--- src/rtl/nced_pkg.sv ---
// ----------------------------------------------------------------------------
// nced_pkg - shared types, constants and helpers for the entity decoder
// Character codes, parse modes, sequencer states, the request link between
// the sequencer and the output stage, and UTF-8 byte helpers.
// ----------------------------------------------------------------------------
package nced_pkg;

  // longest digit run a reference may hold
  localparam int MAX_DIGITS = 16;

  localparam int HELD_IDX_W = (MAX_DIGITS > 1) ? $clog2(MAX_DIGITS) : 1;
  localparam int CNT_W      = $clog2(MAX_DIGITS + 1);
  // reference text index: '&', '#', optional 'x', then the digits
  localparam int REF_IDX_W  = $clog2(MAX_DIGITS + 3);

  localparam int CODE_W = 21;
  localparam int SUM_W  = CODE_W + 4;

  localparam logic [CODE_W-1:0] CODE_MAX  = 21'h10FFFF;
  localparam logic [CODE_W-1:0] CODE_CAP  = 21'h110000;
  localparam logic [CODE_W-1:0] CODE_REPL = 21'h00FFFD;

  localparam logic [7:0] CH_AMP    = 8'h26;
  localparam logic [7:0] CH_HASH   = 8'h23;
  localparam logic [7:0] CH_X      = 8'h78;
  localparam logic [7:0] CH_SEMI   = 8'h3B;
  localparam logic [7:0] CH_BSLASH = 8'h5C;

  // register indexes on the config port (paddr[2])
  localparam logic REG_ENTITY = 1'b0;
  localparam logic REG_ESCAPE = 1'b1;

  typedef enum logic [2:0] {
    M_IDLE,
    M_AMP,
    M_HASH,
    M_DIGITS,
    M_ESC
  } mode_t;

  typedef enum logic [2:0] {
    S_IDLE,
    S_HANDLE,
    S_REF,
    S_UTF,
    S_SCAN,
    S_POST,
    S_DONE
  } seq_t;

  typedef struct packed {
    logic       push;
    logic [7:0] data;
    logic       finish;
  } emit_req_t;

  typedef struct packed {
    logic push_ok;
    logic finish_ok;
  } emit_sts_t;

  // {valid, value} of a hex-style digit; A-F also count in decimal mode
  function automatic logic [4:0] digit_value(input logic [7:0] b);
    logic [7:0] v;
    v = 8'h00;
    if (b >= 8'h30 && b <= 8'h39) begin
      v = b - 8'h30;
      return {1'b1, v[3:0]};
    end else if (b >= 8'h41 && b <= 8'h46) begin
      v = b - 8'h37;
      return {1'b1, v[3:0]};
    end else if (b >= 8'h61 && b <= 8'h66) begin
      v = b - 8'h57;
      return {1'b1, v[3:0]};
    end
    return 5'b0_0000;
  endfunction

  // index of the last UTF-8 byte (byte count minus one)
  function automatic logic [1:0] utf8_last(input logic [CODE_W-1:0] cp);
    if (cp < 21'h000080) begin
      return 2'd0;
    end else if (cp < 21'h000800) begin
      return 2'd1;
    end else if (cp < 21'h010000) begin
      return 2'd2;
    end
    return 2'd3;
  endfunction

  // byte k of the UTF-8 encoding whose last index is n1
  function automatic logic [7:0] utf8_byte(input logic [CODE_W-1:0] cp,
                                           input logic [1:0]        n1,
                                           input logic [1:0]        k);
    logic [1:0] left;
    logic [7:0] r;
    left = n1 - k;
    if (k == 2'd0) begin
      unique case (n1)
        2'd0: r = {1'b0, cp[6:0]};
        2'd1: r = {3'b110, cp[10:6]};
        2'd2: r = {4'b1110, cp[15:12]};
        2'd3: r = {5'b11110, cp[20:18]};
      endcase
    end else begin
      case (left)
        2'd0:    r = {2'b10, cp[5:0]};
        2'd1:    r = {2'b10, cp[11:6]};
        default: r = {2'b10, cp[17:12]};
      endcase
    end
    return r;
  endfunction

endpackage

--- src/rtl/numeric_entity_and_escape_decoder.sv ---
// ----------------------------------------------------------------------------
// numeric_entity_and_escape_decoder - numeric reference and hex escape decoder
// Passes text bytes through, turns "&#n;" / "&#xh;" into UTF-8 and a backslash
// with one or two hex digits into one raw byte.
// ----------------------------------------------------------------------------
// one request at a time: the sequencer takes a new byte only back in idle, after it
//   has sent every output byte of the last one; a full output stage stalls it
// output: a byte passes the sequencer, then the lookahead hold register, then the
//   output register before it shows on m_tvalid
// reset: rst (sync, high) returns to plain text, empties the output stage and
//   sets both enables to 1
// ----------------------------------------------------------------------------
module numeric_entity_and_escape_decoder
  import nced_pkg::*;
(
  input  logic        clk,
  input  logic        rst,
  // input stream
  input  logic        s_tvalid,
  output logic        s_tready,
  input  logic [7:0]  s_tdata,   // [7:0] in_byte
  input  logic        s_tlast,   // end_of_text
  // output stream
  output logic        m_tvalid,
  input  logic        m_tready,
  output logic [7:0]  m_tdata,   // [7:0] out_byte
  output logic        m_tlast,   // run_last
  // config port
  input  logic        psel,
  input  logic        penable,
  input  logic        pwrite,
  input  logic [2:0]  paddr,
  input  logic [31:0] pwdata,
  output logic [31:0] prdata,
  output logic        pready
);

  logic      entity_enable;
  logic      escape_enable;
  logic      cfg_wr;
  emit_req_t emit_req;
  emit_sts_t emit_sts;

  // config registers, one per word; low address bits ignored
  assign pready = 1'b1;
  assign cfg_wr = psel && penable && pwrite && pready;

  always_ff @(posedge clk) begin
    if (rst) begin
      entity_enable <= 1'b1;
      escape_enable <= 1'b1;
    end else if (cfg_wr) begin
      unique case (paddr[2])
        REG_ENTITY: entity_enable <= pwdata[0];
        REG_ESCAPE: escape_enable <= pwdata[0];
      endcase
    end
  end

  // read back
  always_comb begin
    unique case (paddr[2])
      REG_ENTITY: prdata = {31'b0, entity_enable};
      REG_ESCAPE: prdata = {31'b0, escape_enable};
    endcase
  end

  // parse state machine and byte sequencer
  nced_ctrl u_ctrl (
    .clk      (clk),
    .rst      (rst),
    .in_valid (s_tvalid),
    .in_ready (s_tready),
    .in_byte  (s_tdata),
    .in_eot   (s_tlast),
    .ent_en   (entity_enable),
    .esc_en   (escape_enable),
    .req      (emit_req),
    .sts      (emit_sts)
  );

  // lookahead stage marks the last byte of each request
  nced_emit u_emit (
    .clk       (clk),
    .rst       (rst),
    .req       (emit_req),
    .sts       (emit_sts),
    .out_valid (m_tvalid),
    .out_ready (m_tready),
    .out_byte  (m_tdata),
    .out_last  (m_tlast)
  );

endmodule

--- src/rtl/nced_acc.sv ---
// ----------------------------------------------------------------------------
// nced_acc - shared digit accumulate unit
// One shift-add step: acc * 16 + digit or acc * 10 + digit.
// ----------------------------------------------------------------------------
module nced_acc
  import nced_pkg::*;
(
  input  logic [CODE_W-1:0] acc,
  input  logic [3:0]        digit,
  input  logic              hex,
  output logic [SUM_W-1:0] sum
);

  logic [SUM_W-1:0] times_ten;

  // x10 as x8 + x2
  assign times_ten = {1'b0, acc, 3'b000} + {3'b000, acc, 1'b0} + SUM_W'(digit);
  assign sum       = hex ? {acc, digit} : times_ten;

endmodule

--- src/rtl/nced_emit.sv ---
// ----------------------------------------------------------------------------
// nced_emit - output staging with one byte of lookahead
// Holds the newest byte back so the last byte of a request gets tlast.
// ----------------------------------------------------------------------------
module nced_emit
  import nced_pkg::*;
(
  input  logic      clk,
  input  logic      rst,
  input  emit_req_t req,
  output emit_sts_t sts,
  output logic       out_valid,
  input  logic       out_ready,
  output logic [7:0] out_byte,
  output logic       out_last
);

  logic       hold_valid;
  logic [7:0] hold_byte;
  logic       out_free;
  logic       move;

  assign out_free      = !out_valid || out_ready;
  assign sts.push_ok   = !hold_valid || out_free;
  assign sts.finish_ok = !hold_valid || out_free;
  assign move          = hold_valid && out_free && (req.push || req.finish);

  always_ff @(posedge clk) begin
    if (rst) begin
      hold_valid <= 1'b0;
      out_valid  <= 1'b0;
    end else begin
      if (move) begin
        out_valid <= 1'b1;
      end else if (out_ready) begin
        out_valid <= 1'b0;
      end
      if (req.push && sts.push_ok) begin
        hold_valid <= 1'b1;
      end else if (req.finish && sts.finish_ok) begin
        hold_valid <= 1'b0;
      end
    end
  end

  always_ff @(posedge clk) begin
    if (move) begin
      out_byte <= hold_byte;
      out_last <= req.finish;
    end
    if (req.push && sts.push_ok) begin
      hold_byte <= req.data;
    end
  end

endmodule

--- src/rtl/nced_ctrl.sv ---
// ----------------------------------------------------------------------------
// nced_ctrl - parse state and byte sequencer
// Steps through handle, rescan and flush of one request, one byte a cycle while the output stage takes them.
// ----------------------------------------------------------------------------
module nced_ctrl
  import nced_pkg::*;
(
  input  logic      clk,
  input  logic      rst,
  input  logic      in_valid,
  output logic      in_ready,
  input  logic [7:0] in_byte,
  input  logic       in_eot,
  input  logic       ent_en,
  input  logic       esc_en,
  output emit_req_t  req,
  input  emit_sts_t  sts
);

  seq_t  seq, seq_next;
  mode_t mode, mode_next;
  logic                 hex, hex_next;
  logic [CODE_W-1:0]    acc, acc_next;
  logic [CNT_W-1:0]     cnt, cnt_next;
  logic                 esc_one, esc_one_next;
  logic                 rescan, rescan_next;
  logic [REF_IDX_W-1:0] idx, idx_next;
  logic [7:0]           cur_byte, cur_byte_next;
  logic                 cur_eot, cur_eot_next;
  logic [7:0]           held [MAX_DIGITS];
  logic                 held_we;

  logic                 accept;
  logic                 stall;
  logic [4:0]           dig;
  logic                 dig_ok;
  logic [SUM_W-1:0]     sum;
  logic                 in_esc;
  logic [CODE_W-1:0]    ent_acc;
  logic [7:0]           esc_val;
  logic [CODE_W-1:0]    cp;
  logic [1:0]           utf_n1;
  logic                 utf_last_byte;
  logic [REF_IDX_W-1:0] ref_len_m1;
  logic                 ref_last_byte;
  logic [REF_IDX_W-1:0] held_rd;
  logic [7:0]           ref_byte;
  logic                 x_start;
  logic                 dig_take;
  logic                 semi_end;
  seq_t                 after;

  assign in_ready = (seq == S_IDLE);
  assign accept   = in_valid && in_ready;

  assign dig    = digit_value(cur_byte);
  assign dig_ok = dig[4];
  assign in_esc = (mode == M_ESC);

  nced_acc u_acc (
    .acc   (acc),
    .digit (dig[3:0]),
    .hex   (hex || in_esc),
    .sum   (sum)
  );

  // saturate at the cap once past the top code point
  assign ent_acc = (acc > CODE_MAX || sum > SUM_W'(CODE_MAX)) ? CODE_CAP : sum[CODE_W-1:0];
  assign esc_val = sum[7:0];

  assign cp            = (acc > CODE_MAX) ? CODE_REPL : acc;
  assign utf_n1        = utf8_last(cp);
  assign utf_last_byte = (idx[1:0] == utf_n1);

  assign ref_len_m1    = REF_IDX_W'(1) + REF_IDX_W'(hex) + REF_IDX_W'(cnt);
  assign ref_last_byte = (idx == ref_len_m1);
  assign held_rd       = idx - REF_IDX_W'(2) - REF_IDX_W'(hex);

  always_comb begin
    if (idx == REF_IDX_W'(0)) begin
      ref_byte = CH_AMP;
    end else if (idx == REF_IDX_W'(1)) begin
      ref_byte = CH_HASH;
    end else if (hex && idx == REF_IDX_W'(2)) begin
      ref_byte = CH_X;
    end else begin
      ref_byte = held[held_rd[HELD_IDX_W-1:0]];
    end
  end

  assign x_start  = (mode == M_HASH) && (cur_byte == CH_X);
  assign dig_take = dig_ok && (cnt < CNT_W'(MAX_DIGITS));
  assign semi_end = (cur_byte == CH_SEMI) && (cnt != '0);
  assign after    = cur_eot ? S_POST : S_DONE;

  // next state
  always_comb begin
    seq_next = seq;
    unique case (seq)
      S_IDLE: begin
        if (accept) seq_next = S_HANDLE;
      end
      S_HANDLE: begin
        unique case (mode)
          M_AMP:    seq_next = (cur_byte == CH_HASH) ? after : S_SCAN;
          M_HASH, M_DIGITS: begin
            if (x_start || dig_take) seq_next = after;
            else if (semi_end)       seq_next = S_UTF;
            else                     seq_next = S_REF;
          end
          M_ESC:    seq_next = dig_ok ? after : S_SCAN;
          default:  seq_next = S_SCAN;
        endcase
      end
      S_REF: begin
        if (ref_last_byte) seq_next = rescan ? S_SCAN : S_DONE;
      end
      S_UTF: begin
        if (utf_last_byte) seq_next = after;
      end
      S_SCAN: seq_next = after;
      S_POST: begin
        if (mode == M_HASH || mode == M_DIGITS) seq_next = S_REF;
        else                                    seq_next = S_DONE;
      end
      S_DONE: seq_next = S_IDLE;
      default: seq_next = S_IDLE;
    endcase
  end

  // outputs and datapath
  always_comb begin
    req           = '0;
    mode_next     = mode;
    hex_next      = hex;
    acc_next      = acc;
    cnt_next      = cnt;
    esc_one_next  = esc_one;
    rescan_next   = rescan;
    idx_next      = idx;
    cur_byte_next = cur_byte;
    cur_eot_next  = cur_eot;
    held_we       = 1'b0;
    unique case (seq)
      S_IDLE: begin
        if (accept) begin
          cur_byte_next = in_byte;
          cur_eot_next  = in_eot;
        end
      end
      S_HANDLE: begin
        unique case (mode)
          M_AMP: begin
            if (cur_byte == CH_HASH) begin
              mode_next = M_HASH;
            end else begin
              req.push  = 1'b1;
              req.data  = CH_AMP;
              mode_next = M_IDLE;
            end
          end
          M_HASH, M_DIGITS: begin
            mode_next = M_DIGITS;
            if (x_start) begin
              hex_next = 1'b1;
            end else if (dig_take) begin
              held_we  = 1'b1;
              cnt_next = cnt + CNT_W'(1);
              acc_next = ent_acc;
            end else if (semi_end) begin
              idx_next = '0;
            end else begin
              idx_next    = '0;
              rescan_next = 1'b1;
            end
          end
          M_ESC: begin
            if (dig_ok && !esc_one) begin
              acc_next     = CODE_W'(esc_val);
              esc_one_next = 1'b1;
            end else begin
              // second digit completes the byte; a non-digit gives back one digit
              req.push     = esc_one;
              req.data     = dig_ok ? esc_val : acc[7:0];
              mode_next    = M_IDLE;
              acc_next     = '0;
              esc_one_next = 1'b0;
            end
          end
          default: ;
        endcase
      end
      S_REF: begin
        req.push = 1'b1;
        req.data = ref_byte;
        if (ref_last_byte) begin
          mode_next = M_IDLE;
          hex_next  = 1'b0;
          acc_next  = '0;
          cnt_next  = '0;
        end else begin
          idx_next = idx + REF_IDX_W'(1);
        end
      end
      S_UTF: begin
        req.push = 1'b1;
        req.data = utf8_byte(cp, utf_n1, idx[1:0]);
        if (utf_last_byte) begin
          mode_next = M_IDLE;
          hex_next  = 1'b0;
          acc_next  = '0;
          cnt_next  = '0;
        end else begin
          idx_next = idx + REF_IDX_W'(1);
        end
      end
      S_SCAN: begin
        rescan_next = 1'b0;
        if (ent_en && cur_byte == CH_AMP) begin
          mode_next = M_AMP;
        end else if (esc_en && cur_byte == CH_BSLASH) begin
          mode_next = M_ESC;
        end else begin
          req.push = 1'b1;
          req.data = cur_byte;
        end
      end
      S_POST: begin
        // end of text flush
        unique case (mode)
          M_AMP: begin
            req.push  = 1'b1;
            req.data  = CH_AMP;
            mode_next = M_IDLE;
          end
          M_HASH, M_DIGITS: begin
            idx_next    = '0;
            rescan_next = 1'b0;
          end
          M_ESC: begin
            req.push     = esc_one;
            req.data     = acc[7:0];
            mode_next    = M_IDLE;
            acc_next     = '0;
            esc_one_next = 1'b0;
          end
          default: ;
        endcase
      end
      S_DONE: begin
        req.finish = 1'b1;
      end
      default: ;
    endcase
  end

  assign stall = (req.push && !sts.push_ok) || (req.finish && !sts.finish_ok);

  always_ff @(posedge clk) begin
    if (rst) begin
      seq     <= S_IDLE;
      mode    <= M_IDLE;
      hex     <= 1'b0;
      acc     <= '0;
      cnt     <= '0;
      esc_one <= 1'b0;
      rescan  <= 1'b0;
      idx     <= '0;
    end else if (!stall) begin
      seq     <= seq_next;
      mode    <= mode_next;
      hex     <= hex_next;
      acc     <= acc_next;
      cnt     <= cnt_next;
      esc_one <= esc_one_next;
      rescan  <= rescan_next;
      idx     <= idx_next;
    end
  end

  always_ff @(posedge clk) begin
    cur_byte <= cur_byte_next;
    cur_eot  <= cur_eot_next;
    if (held_we && !stall) begin
      held[cnt[HELD_IDX_W-1:0]] <= cur_byte;
    end
  end

endmodule

--- config.mk ---
export PLATFORM = sky130hd
export DESIGN_NAME = numeric_entity_and_escape_decoder
export DESIGN_NICKNAME = d
export VERILOG_FILES = /design/src/rtl/nced_pkg.sv /design/src/rtl/numeric_entity_and_escape_decoder.sv /design/src/rtl/nced_acc.sv /design/src/rtl/nced_emit.sv /design/src/rtl/nced_ctrl.sv
export SDC_FILE = /design/constraint.sdc
export NUM_CORES = 1
export LEC_CHECK = 0
export BUFFER_PORTS_ARGS = -buffer_cell sky130_fd_sc_hd__buf_4
export CORE_ASPECT_RATIO = 1.2
export CORE_MARGIN = 8
export CORE_UTILIZATION = 45
export CTS_CLUSTER_DIAMETER = 60
export DETAILED_ROUTE_END_ITERATION = 6
export PLACE_DENSITY = 0.65
export SETUP_SLACK_MARGIN = 0.2
export SYNTH_ARGS = -nofsm -noshare
export SYNTH_HDL_FRONTEND = slang
export SYNTH_SLANG_ARGS = --single-unit
--- constraint.sdc ---
create_clock -name clk -period 6 [get_ports clk]
set_input_delay 0.9 -clock clk [delete_from_list [all_inputs] [get_ports clk]]
set_output_delay 0.9 -clock clk [all_outputs]
set_load 0.005 [all_outputs]
==> flow_metrics.py, run 1 <==
metrics = {
    "yosys": {
        "synthTopCellsByArea": "edfxtp_1, mux4_2, dfxtp_1, ha_1, a21oi_1",
        "ys_types": 96,
        "yosysSeqAreaShare_pct": 47.7,
        "netlist.top_cell.by_area": "edfxtp_1",
        "synth_flop_cell": "edfxtp_1",
        "yosys_register_bits": 198,
        "number_of_synthesized_flops_with_an_enable_pin": 154,
        "netlist.area_leader.share_pct": 40.1,
        "netlist_area_before_placement_um2": 11500,
        "synthArstFlopShare_pct": 0,
        "yosysWarnings": 0,
        "post_synth.cell_area_avg_um2": 11.3,
        "synthesis.instances": 1025,
    },
    "min_path": {
        "timing.hold.worst.class": "reg -> reg",
        "min_delay_path_depth": 0,
        "worstHoldStart": "u_emit.hold_byte[7]$_DFFE_PP_",
        "hold_end": "u_emit.out_byte[7]$_DFFE_PP_",
    },
    "worst_setup_path": {
        "endpoint_of_the_worst_register_to_register_path": "u_ctrl.acc[13]$_SDFFE_PP0P_",
        "rr_worst_depth": 14,
        "critPathMaxFanout": 20,
        "critPathCaptureType": "register",
        "required_ns": 6.33,
        "timing.critical_path.from_type": "register",
        "r2r_setup_slack_ns": 0.71,
        "worstPathArrival_ns": 5.62,
        "worstReg2RegStart": "u_ctrl.cur_byte[6]$_DFFE_PP_",
        "timing.setup.critical_path_class": "reg -> reg",
    },
    "place": {
        "globalplace.congestion": 0.900,
        "io_buffer_count": 29,
        "dp.final_hpwl_mm": 20.5,
        "placed_cell_area_um2": 12000,
    },
    "floorplanning": {
        "placeableCoreArea_um2": 25400,
        "placementRows": 64,
        "start_util_pct": 45.5,
        "die_width_um": 162,
        "die_span_in_y_um": 191,
        "ioPinCount": 95,
        "die-area_um2": 31100,
    },
    "sta": {
        "final_min_period_over_clock_period_pct": 88.2,
        "clock_skew_ns": 0.00968,
        "timing.final.crit_period_ns": 5.29,
        "final-setup-viol-count": 0,
        "final-max-slew-violation-count": 0,
        "grt_setup_unrepaired": "false",
        "timing.setup.tns_ns": 0,
        "hold_viol_final": 0,
        "worst_margin_slew_ns": 1.10,
        "worst_hold_slack_across_all_endpoints_ns": 0.411,
        "fmaxAchievable_ghz": 0.189,
        "relSlewSlack_pct": 26.2,
    },
    "power": {
        "cellInternalPower_w": 0.00247,
        "power.net_switching_w": 0.00117,
        "p_leak_nw": 4.57,
        "clock_power_share_pct": 30.1,
        "power_frac_seq_pct": 47.5,
        "power_density_nw_per_um2": 291,
        "power.combinational.fraction_pct": 22.3,
        "power.ir.vdd_worst_mv": 0.190,
        "switching_share_pct": 32.2,
    },
    "finish": {
        "diodes": 0,
        "fraction_of_layout_instances_using_a_drive_strength_above_1_pct": 14.1,
        "layout_common_cells": "edfxtp_1, nand2_1, nor2_1, a21oi_1, ha_1",
        "num-nets-final": 1151,
        "areaGrowthSynthToFinish_pct": 8.67,
        "finish.instance_area_um2": 12500,
        "layout.cells.most_common": "edfxtp_1",
    },
    "clock_network": {
        "worst_skew_pair.late_latency_ns": 0.43,
        "numCtsBuffers": 17,
        "cts.htree.levels": 4,
        "cts_tree": "done",
        "number_of_hold_buffers_added_after_cts": 0,
        "postCtsResizedCells": 0,
        "clock-sinks": 198,
        "number_of_buffers_on_the_longest_clock_path": 2,
        "cts_root_buf": "clkbuf_16",
        "number_of_setup_buffers_added_after_cts": 0,
        "clkSlewWorstSetupHoldPaths_ns": 0.08,
    },
    "grt": {
        "vias_in_the_first_global_route": 8033,
        "wire_length_of_the_first_global_routing_pass_mm": 45.1,
        "antenna_violations_before_repair": 0,
        "grt_remaining_overflow": 0,
        "grt_start_max_net_pins": 33,
        "grt_util_all_layers_pct": 18.6,
    },
    "run": {
        "drv.max_cap_violation_count": 0,
    },
    "drt": {
        "ant_nets": 0,
        "total_number_of_vias": 8352,
        "drt_drc_violations_left": 0,
        "post_drt_via_cell_ratio": 6.05,
        "detail_route.first_pass.iterations": 7,
        "drt-initial-drc-count": 740,
        "routed_len_inst_um": 20.7,
        "routed_wire_length_mm": 28.6,
    },
    "outcome": {
        "outcome": "complete, no violations",
    },
}
[layer usage]
layer | up-vias | track usage [%] | part of all wire, %
met5 | - | 0 | 0
met4 | 0 | 7.13 | 3.4
met3 | 80 | 2.78 | 5.1
met2 | 303 | 32.8 | 51
met1 | 4046 | 22.7 | 41
li1 | 3923 | - | -
[sequential cells by signal (all words and copies together) (netlist names)]
register	flops
u_emit.out_valid	1
u_ctrl.esc_one	1
escape_enable	1
u_ctrl.mode	3
u_emit.hold_byte	8
u_ctrl.idx	5
u_ctrl.acc	21
u_ctrl.cnt	5
u_emit.out_last	1
u_ctrl.hex	1
u_ctrl.cur_byte	8
u_emit.hold_valid	1
entity_enable	1
u_ctrl.seq	3
u_ctrl.cur_eot	1
u_ctrl.rescan	1
u_ctrl.held	128
u_emit.out_byte	8
[worst max path at each step]
stage / from / to / slack (ns) / cells after the start
finish: u_ctrl.cur_byte[6]$_DFFE_PP_ / u_ctrl.acc[13]$_SDFFE_PP0P_ / 0.71 / 14
global route: u_ctrl.cur_byte[6]$_DFFE_PP_ / u_ctrl.acc[14]$_SDFFE_PP0P_ / 0.33 / 14
CTS: u_ctrl.cur_byte[6]$_DFFE_PP_ / u_ctrl.acc[13]$_SDFFE_PP0P_ / 0.76 / 14
detailed placement: u_ctrl.cur_byte[6]$_DFFE_PP_ / u_ctrl.acc[13]$_SDFFE_PP0P_ / 0.79 / 14
global placement: u_ctrl.cur_byte[6]$_DFFE_PP_ / u_ctrl.acc[14]$_SDFFE_PP0P_ / 0.84 / 14
floorplan: u_ctrl.cur_byte[1]$_DFFE_PP_ / u_ctrl.acc[0]$_SDFFE_PP0P_ / 1.33 / 19
[power by group through the flow]
stage | Sequential (W) | Combinational (W) | Clock, W
global placement | 0.00176 | 0.000795 | 0
finish | 0.00173 | 0.000814 | 0.00110
floorplan | 0.00174 | 0.000577 | 0
detailed placement | 0.00176 | 0.000805 | 0
global route | 0.00175 | 0.000883 | 0.00118
CTS | 0.00173 | 0.000808 | 0.00112
[synth_stat cells (11+ instances only)]
cell type,number
nor2_1,78
buf_4,32
xnor2_1,14
nand2_1,85
dfxtp_1,44
a22oi_1,19
edfxtp_1,154
o21a_1,11
clkbuf_1,44
nand4_1,20
mux4_2,40
ha_1,59
inv_1,30
nand2b_1,11
o21ai_0,46
xor2_1,11
a21oi_1,71
nor2b_1,11
nor3_1,31
o211ai_1,17
nand3_1,27
[critical path, cell delays in order, from the launching register on]
cell	delay, ns
edfxtp_1	0.86
or4b_4	0.57
a311oi_4	0.39
a21oi_1	0.12
inv_1	0.09
fa_1	0.43
ha_1	0.32
a211oi_1	0.27
o21ai_1	0.20
a21oi_1	0.35
a21oi_1	0.19
o31ai_1	0.22
o21a_1	0.36
nand2_1	0.40
o41ai_1	0.43
[layout make-up]
| class | count | area [um^2] |
|---|---|---|
| clock inverters | 15 | 141 |
| clock buffers | 17 | 425 |
| inverters | 32 | 120 |
| well taps | 330 | 413 |
| flip-flops and latches | 198 | 5510 |
| repair buffers | 49 | 368 |
| fillers | 2271 | 12800 |
| multi-input cells | 740 | 5570 |
[metrics by stage]
stage                     total power (W)  setup slack [ns]  utilization (%)  std cells
after floorplan                   0.00231              1.33                -       1055
after global placement            0.00255             0.839             47.2       1349
after detailed placement          0.00257             0.794             47.2       1349
after CTS                         0.00366             0.760             49.4       1381
after global routing              0.00381             0.334             49.4       1381
final                             0.00365             0.709             49.4       1381
[cell families after synthesis]
family | after synthesis | share of synthesized area (%)
xor+xnor | 26 | 2.09
other cells | 2 | 0.0651
compound gates | 258 | 15.6
buf+inv | 117 | 5.02
mux | 51 | 8.77
simple gates | 311 | 13.9
flops | 198 | 47.7
fa+ha+maj | 62 | 6.92
(Power assumes the default switching activity.)
==> inputs of run 2 (changes only) <==
--- a/config.mk
+++ b/config.mk
@@ -11,7 +11,7 @@
 export CORE_UTILIZATION = 45
 export CTS_CLUSTER_DIAMETER = 60
 export DETAILED_ROUTE_END_ITERATION = 6
-export PLACE_DENSITY = 0.65
+export PLACE_DENSITY = 0.74
 export SETUP_SLACK_MARGIN = 0.2
 export SYNTH_ARGS = -nofsm -noshare
 export SYNTH_HDL_FRONTEND = slang
==> flow_metrics.py, run 2 (synthesis gave the netlist of run 1 again) <==
metrics = {
    "sta": {
        "grt_setup_unrepaired": "false",
        "final_min_period_over_clock_period_pct": 86.4,
        "worst_margin_slew_ns": 1.06,
        "timing.setup.tns_ns": 0,
        "relSlewSlack_pct": 29.5,
        "hold_viol_final": 0,
        "final-setup-viol-count": 0,
        "final-max-slew-violation-count": 0,
        "finalWorstSetupSlack_ns": 0.814,
        "fmaxAchievable_ghz": 0.193,
        "clock_skew_ns": 0.00853,
        "timing.final.crit_period_ns": 5.19,
    },
    "drt": {
        "drt_drc_violations_left": 0,
        "ant_nets": 0,
        "detail_route.first_pass.iterations": 5,
        "routed_len_inst_um": 20.8,
        "drt-initial-drc-count": 903,
        "total_number_of_vias": 8429,
        "post_drt_via_cell_ratio": 6.10,
        "routed_wire_length_mm": 28.8,
    },
    "worst_setup_path": {
        "required_ns": 6.33,
        "worstReg2RegStart": "u_ctrl.cur_byte[7]$_DFFE_PP_",
        "critPathCaptureType": "register",
        "endpoint_of_the_worst_register_to_register_path": "u_ctrl.acc[12]$_SDFFE_PP0P_",
        "rr_worst_depth": 14,
        "worstPathArrival_ns": 5.52,
        "timing.critical_path.from_type": "register",
        "timing.setup.critical_path_class": "reg -> reg",
        "r2r_setup_slack_ns": 0.81,
        "critPathMaxFanout": 20,
    },
    "grt": {
        "wire_length_of_the_first_global_routing_pass_mm": 46.1,
        "vias_in_the_first_global_route": 8372,
        "antenna_violations_before_repair": 0,
        "grt_start_max_net_pins": 29,
        "grt_remaining_overflow": 0,
        "grt_util_all_layers_pct": 19.0,
    },
    "finish": {
        "fraction_of_layout_instances_using_a_drive_strength_above_1_pct": 14.1,
        "num-nets-final": 1152,
        "layout.cells.most_common": "edfxtp_1",
        "finish.instance_area_um2": 12600,
        "areaGrowthSynthToFinish_pct": 9.10,
        "largest_register_ff_count": 128,
        "diodes": 0,
        "finish.utilization_pct": 49.6,
        "layout_common_cells": "edfxtp_1, nand2_1, nor2_1, a21oi_1, ha_1",
    },
    "floorplanning": {
        "ioPinCount": 95,
        "placeableCoreArea_um2": 25400,
        "placementRows": 64,
        "die_span_in_y_um": 191,
        "die_width_um": 162,
        "start_util_pct": 45.5,
        "die-area_um2": 31100,
    },
    "clock_network": {
        "cts.htree.levels": 4,
        "postCtsResizedCells": 0,
        "clkSlewWorstSetupHoldPaths_ns": 0.07,
        "number_of_hold_buffers_added_after_cts": 0,
        "number_of_setup_buffers_added_after_cts": 0,
        "number_of_buffers_on_the_longest_clock_path": 2,
        "worst_skew_pair.late_latency_ns": 0.44,
        "clock-sinks": 198,
        "cts_tree": "done",
        "numCtsBuffers": 17,
        "cts_root_buf": "clkbuf_16",
    },
    "power": {
        "power_density_nw_per_um2": 296,
        "power.net_switching_w": 0.00116,
        "power.combinational.fraction_pct": 22.3,
        "p_leak_nw": 4.59,
        "power.ir.vdd_worst_mv": 0.246,
        "power_frac_seq_pct": 46.1,
        "cellInternalPower_w": 0.00256,
        "clock_power_share_pct": 31.6,
        "switching_share_pct": 31.1,
    },
    "place": {
        "io_buffer_count": 29,
        "pre_cts_slack_ns": 0.874,
        "globalplace.congestion": 0.934,
        "placed_cell_area_um2": 12000,
        "dp.final_hpwl_mm": 20.8,
    },
    "min_path": {
        "timing.hold.worst.class": "reg -> reg",
        "hold_end": "u_emit.out_byte[0]$_DFFE_PP_",
        "worstHoldStart": "u_emit.hold_byte[0]$_DFFE_PP_",
        "min_delay_path_depth": 0,
    },
    "run": {
        "drv.max_cap_violation_count": 0,
    },
    "outcome": {
        "outcome": "complete, no violations",
    },
}
## run 2: changes by cell type in the layout (fill, tap and decap cells not counted), sizes merged
cell    before  now
clkinv       9    7
buf         49   50
bufinv       0    2
inv         37   35
clkbuf      17   19
## run 2: critical path, cell delays in order (launching register included)
cell	delay (ns)
edfxtp_1	0.70
or4b_4	0.65
a311oi_4	0.39
a21oi_1	0.12
inv_1	0.09
fa_1	0.43
ha_1	0.32
a211oi_1	0.27
o21ai_1	0.19
a21oi_1	0.30
a21oi_1	0.18
o31ai_1	0.24
o21a_1	0.37
nand2_1	0.38
o41ai_1	0.46
## run 2: worst max-delay path by stage
stage	from	end	depth (start not counted)
CTS	u_ctrl.cur_byte[7]$_DFFE_PP_	u_ctrl.acc[12]$_SDFFE_PP0P_	17
global placement	u_ctrl.cur_byte[7]$_DFFE_PP_	u_ctrl.acc[10]$_SDFFE_PP0P_	15
detailed placement	u_ctrl.cur_byte[7]$_DFFE_PP_	u_ctrl.acc[12]$_SDFFE_PP0P_	17
finish	u_ctrl.cur_byte[7]$_DFFE_PP_	u_ctrl.acc[12]$_SDFFE_PP0P_	14
floorplan	u_ctrl.cur_byte[1]$_DFFE_PP_	u_ctrl.acc[0]$_SDFFE_PP0P_	19
global route	u_ctrl.cur_byte[0]$_DFFE_PP_	u_ctrl.acc[12]$_SDFFE_PP0P_	20
## run 2: layer usage
layer	track usage [%]	wire (um)	share of wire [%]	up-vias
li1	-	-	-	3913
met1	22.3	11400	40	4125
met2	33.6	14900	52	312
met3	2.76	1500	5.2	79
met4	8.88	1040	3.6	0
met5	0	0	0	-
## run 2: layout make-up
cell class	count	area, um^2
Fill cell	2221	12800
Multi-Input combinational cell	740	5570
Sequential cell	198	5510
Clock buffer	19	443
Tap cell	330	413
Timing Repair Buffer	50	375
Clock inverter	13	166
Inverter	32	120
## run 2: per-stage QoR
| stage | std cells | total power, W | hold WS, ns |
|---|---|---|---|
| 5_1_grt | 1382 | 0.00388 | 0.427 |
| 3_5_place_dp | 1350 | 0.00257 | 0.405 |
| 6_report | 1382 | 0.00372 | 0.419 |
| 4_1_cts | 1382 | 0.00373 | 0.422 |
| 2_1_floorplan | 1055 | 0.00231 | 0.400 |
| 3_3_place_gp | 1350 | 0.00254 | 0.401 |
## run 2: power by group through the flow
stage / combinational, W / sequential, W / clock, W
2_1_floorplan: 0.000577 / 0.00174 / 0
3_3_place_gp: 0.000803 / 0.00174 / 0
3_5_place_dp: 0.000821 / 0.00175 / 0
4_1_cts: 0.000826 / 0.00171 / 0.00119
5_1_grt: 0.000906 / 0.00173 / 0.00125
6_report: 0.000830 / 0.00172 / 0.00118
==> inputs of run 3 (changes only) <==
--- a/config.mk
+++ b/config.mk
@@ -11,8 +11,10 @@
 export CORE_UTILIZATION = 45
 export CTS_CLUSTER_DIAMETER = 60
 export DETAILED_ROUTE_END_ITERATION = 6
+export MAX_ROUTING_LAYER = met4
 export PLACE_DENSITY = 0.74
 export SETUP_SLACK_MARGIN = 0.2
+export SLEW_MARGIN = 20
 export SYNTH_ARGS = -nofsm -noshare
 export SYNTH_HDL_FRONTEND = slang
 export SYNTH_SLANG_ARGS = --single-unit
==> flow_metrics.py, run 3 (synthesis gave the netlist of run 1 again) <==
metrics = {
    "finish": {
        "fraction_of_layout_instances_using_a_drive_strength_above_1_pct": 14.3,
        "areaGrowthSynthToFinish_pct": 9.21,
        "number_of_fill_cells_in_the_layout": 2252,
        "flip_flop_and_latch_area_um2": 5510,
        "layout_common_cells": "edfxtp_1, nand2_1, nor2_1, a21oi_1, ha_1",
        "largest_register_ff_count": 128,
        "num-nets-final": 1152,
        "diodes": 0,
        "layout.cells.most_common": "edfxtp_1",
        "finish.utilization_pct": 49.7,
        "multi_input_gate_area_um2": 5580,
    },
    "grt": {
        "grt_remaining_overflow": 0,
        "grt_start_max_net_pins": 29,
        "wire_length_of_the_first_global_routing_pass_mm": 45.9,
        "vias_in_the_first_global_route": 8297,
        "grt_util_all_layers_pct": 19.4,
        "antenna_violations_before_repair": 0,
    },
    "worst_setup_path": {
        "worstReg2RegStart": "u_ctrl.cur_byte[7]$_DFFE_PP_",
        "worst_path_largest_cell_delay_ns": 0.70,
        "worstPathArrival_ns": 5.55,
        "rr_worst_depth": 14,
        "critPathMaxFanout": 20,
        "r2r_setup_slack_ns": 0.79,
        "critical_path.top_delay_family": "compound AO/OA/AOI/OAI gates",
        "required_ns": 6.34,
        "cpMaxStageDelayCell": "edfxtp_1",
        "timing.critical_path.buf_inv": 1,
        "timing.critical_path.from_type": "register",
        "timing.critical_path.from": "u_ctrl.cur_byte[7]$_DFFE_PP_",
        "critPathCaptureType": "register",
        "crit_path_frequent_cell": "a21oi_1",
        "endpoint_of_the_worst_register_to_register_path": "u_ctrl.acc[13]$_SDFFE_PP0P_",
        "timing.setup.critical_path_class": "reg -> reg",
        "crit_path_cell_trace": "or3b_4, a211oi_2, a21oi_1, inv_1, fa_1, ha_1, a211oi_1, o21ai_1, a21oi_1, a21oi_1, o31ai_1, o21a_1, nand2_1, o41ai_1",
    },
    "min_path": {
        "worstHoldStart": "u_emit.hold_byte[7]$_DFFE_PP_",
        "timing.hold.worst.class": "reg -> reg",
        "hold_end": "u_emit.out_byte[7]$_DFFE_PP_",
        "min_delay_path_depth": 0,
    },
    "run": {
        "drv.max_cap_violation_count": 0,
    },
    "sta": {
        "final_min_period_over_clock_period_pct": 86.9,
        "grt_setup_unrepaired": "false",
        "final-setup-viol-count": 0,
        "clock_skew_ns": 0.00911,
        "timing.setup.tns_ns": 0,
        "relSlewSlack_pct": 24.5,
        "final-max-slew-violation-count": 0,
        "finalWorstSetupSlack_ns": 0.786,
        "hold_viol_final": 0,
        "timing.final.crit_period_ns": 5.21,
        "fmaxAchievable_ghz": 0.192,
        "worst_margin_slew_ns": 1.13,
    },
    "clock_network": {
        "clkSlewWorstSetupHoldPaths_ns": 0.08,
        "cts.htree.levels": 4,
        "cts_tree": "done",
        "number_of_hold_buffers_added_after_cts": 0,
        "cts_root_buf": "clkbuf_16",
        "worst_skew_pair.late_latency_ns": 0.44,
        "numCtsBuffers": 17,
        "postCtsResizedCells": 0,
        "number_of_buffers_on_the_longest_clock_path": 2,
        "number_of_setup_buffers_added_after_cts": 0,
        "clock-sinks": 198,
    },
    "floorplanning": {
        "die_width_um": 162,
        "placeableCoreArea_um2": 25400,
        "ioPinCount": 95,
        "placementRows": 64,
        "die_span_in_y_um": 191,
        "start_util_pct": 45.5,
        "die-area_um2": 31100,
    },
    "drt": {
        "total_number_of_vias": 8529,
        "drt_drc_violations_left": 0,
        "routed_len_inst_um": 21.1,
        "ant_nets": 0,
        "post_drt_via_cell_ratio": 6.17,
        "routed_wire_length_mm": 29.1,
        "detail_route.first_pass.iterations": 6,
        "drt-initial-drc-count": 893,
    },
    "power": {
        "power_frac_seq_pct": 46.7,
        "report.power.total_w": 0.00372,
        "power.combinational.fraction_pct": 21.9,
        "power.ir.vdd_worst_mv": 0.233,
        "power_density_nw_per_um2": 295,
        "cellInternalPower_w": 0.00252,
        "switching_share_pct": 32.2,
        "clock_power_share_pct": 31.5,
        "power.net_switching_w": 0.00120,
        "p_leak_nw": 4.59,
    },
    "place": {
        "io_buffer_count": 29,
        "pre_cts_slack_ns": 0.845,
        "dp.final_hpwl_mm": 20.8,
        "globalplace.congestion": 0.944,
    },
    "outcome": {
        "outcome": "complete, no violations",
    },
}
==> run 3: changes by cell type in the layout (fill, tap and decap cells not counted), sizes merged <==
cell | before | now
clkinv | 7 | 10
clkinvlp | 1 | 0
clkbuf | 19 | 18
bufinv | 2 | 1
==> run 3: power by group through the flow <==
stage	clock network (W)	registers [W]	logic, W
floorplan	0	0.00174	0.000577
global route	0.00123	0.00175	0.000882
detailed placement	0	0.00177	0.000801
finish	0.00117	0.00174	0.000813
global placement	0	0.00176	0.000784
CTS	0.00118	0.00173	0.000806
==> run 3: final cells by class <==
cell class | instances | share of cell area (%)
Clock buffer | 18 | 3.40
Multi-Input combinational cell | 740 | 44.3
Tap cell | 330 | 3.28
Inverter | 32 | 0.953
Timing Repair Buffer | 50 | 2.98
Sequential cell | 198 | 43.7
Clock inverter | 14 | 1.47
==> run 3: stage by stage <==
| stage | cells | instance area, um^2 | hold slack (ns) |
|---|---|---|---|
| 4_1_cts | 1382 | 12600 | 0.423 |
| 5_1_grt | 1382 | 12600 | 0.430 |
| 6_report | 1382 | 12600 | 0.421 |
| 3_3_place_gp | 1350 | 12000 | 0.401 |
| 3_5_place_dp | 1350 | 12000 | 0.405 |
| 2_1_floorplan | 1055 | 11700 | 0.400 |
==> run 3: worst max-delay path by stage <==
| stage | end | slack (ns) | cells past startpoint |
|---|---|---|---|
| finish | u_ctrl.acc[13]$_SDFFE_PP0P_ | 0.79 | 14 |
| global route | u_ctrl.acc[12]$_SDFFE_PP0P_ | 0.33 | 14 |
| CTS | u_ctrl.acc[15]$_SDFFE_PP0P_ | 0.81 | 15 |
| detailed placement | u_ctrl.acc[15]$_SDFFE_PP0P_ | 0.85 | 17 |
| global placement | u_ctrl.acc[13]$_SDFFE_PP0P_ | 0.96 | 15 |
| floorplan | u_ctrl.acc[0]$_SDFFE_PP0P_ | 1.33 | 19 |
==> run 3: per-layer routing <==
layer,global-route usage (%),routed length (um)
met2,32.6,14600
met5,-,0
met3,3.36,1760
met4,9.70,1350
met1,21.9,11400
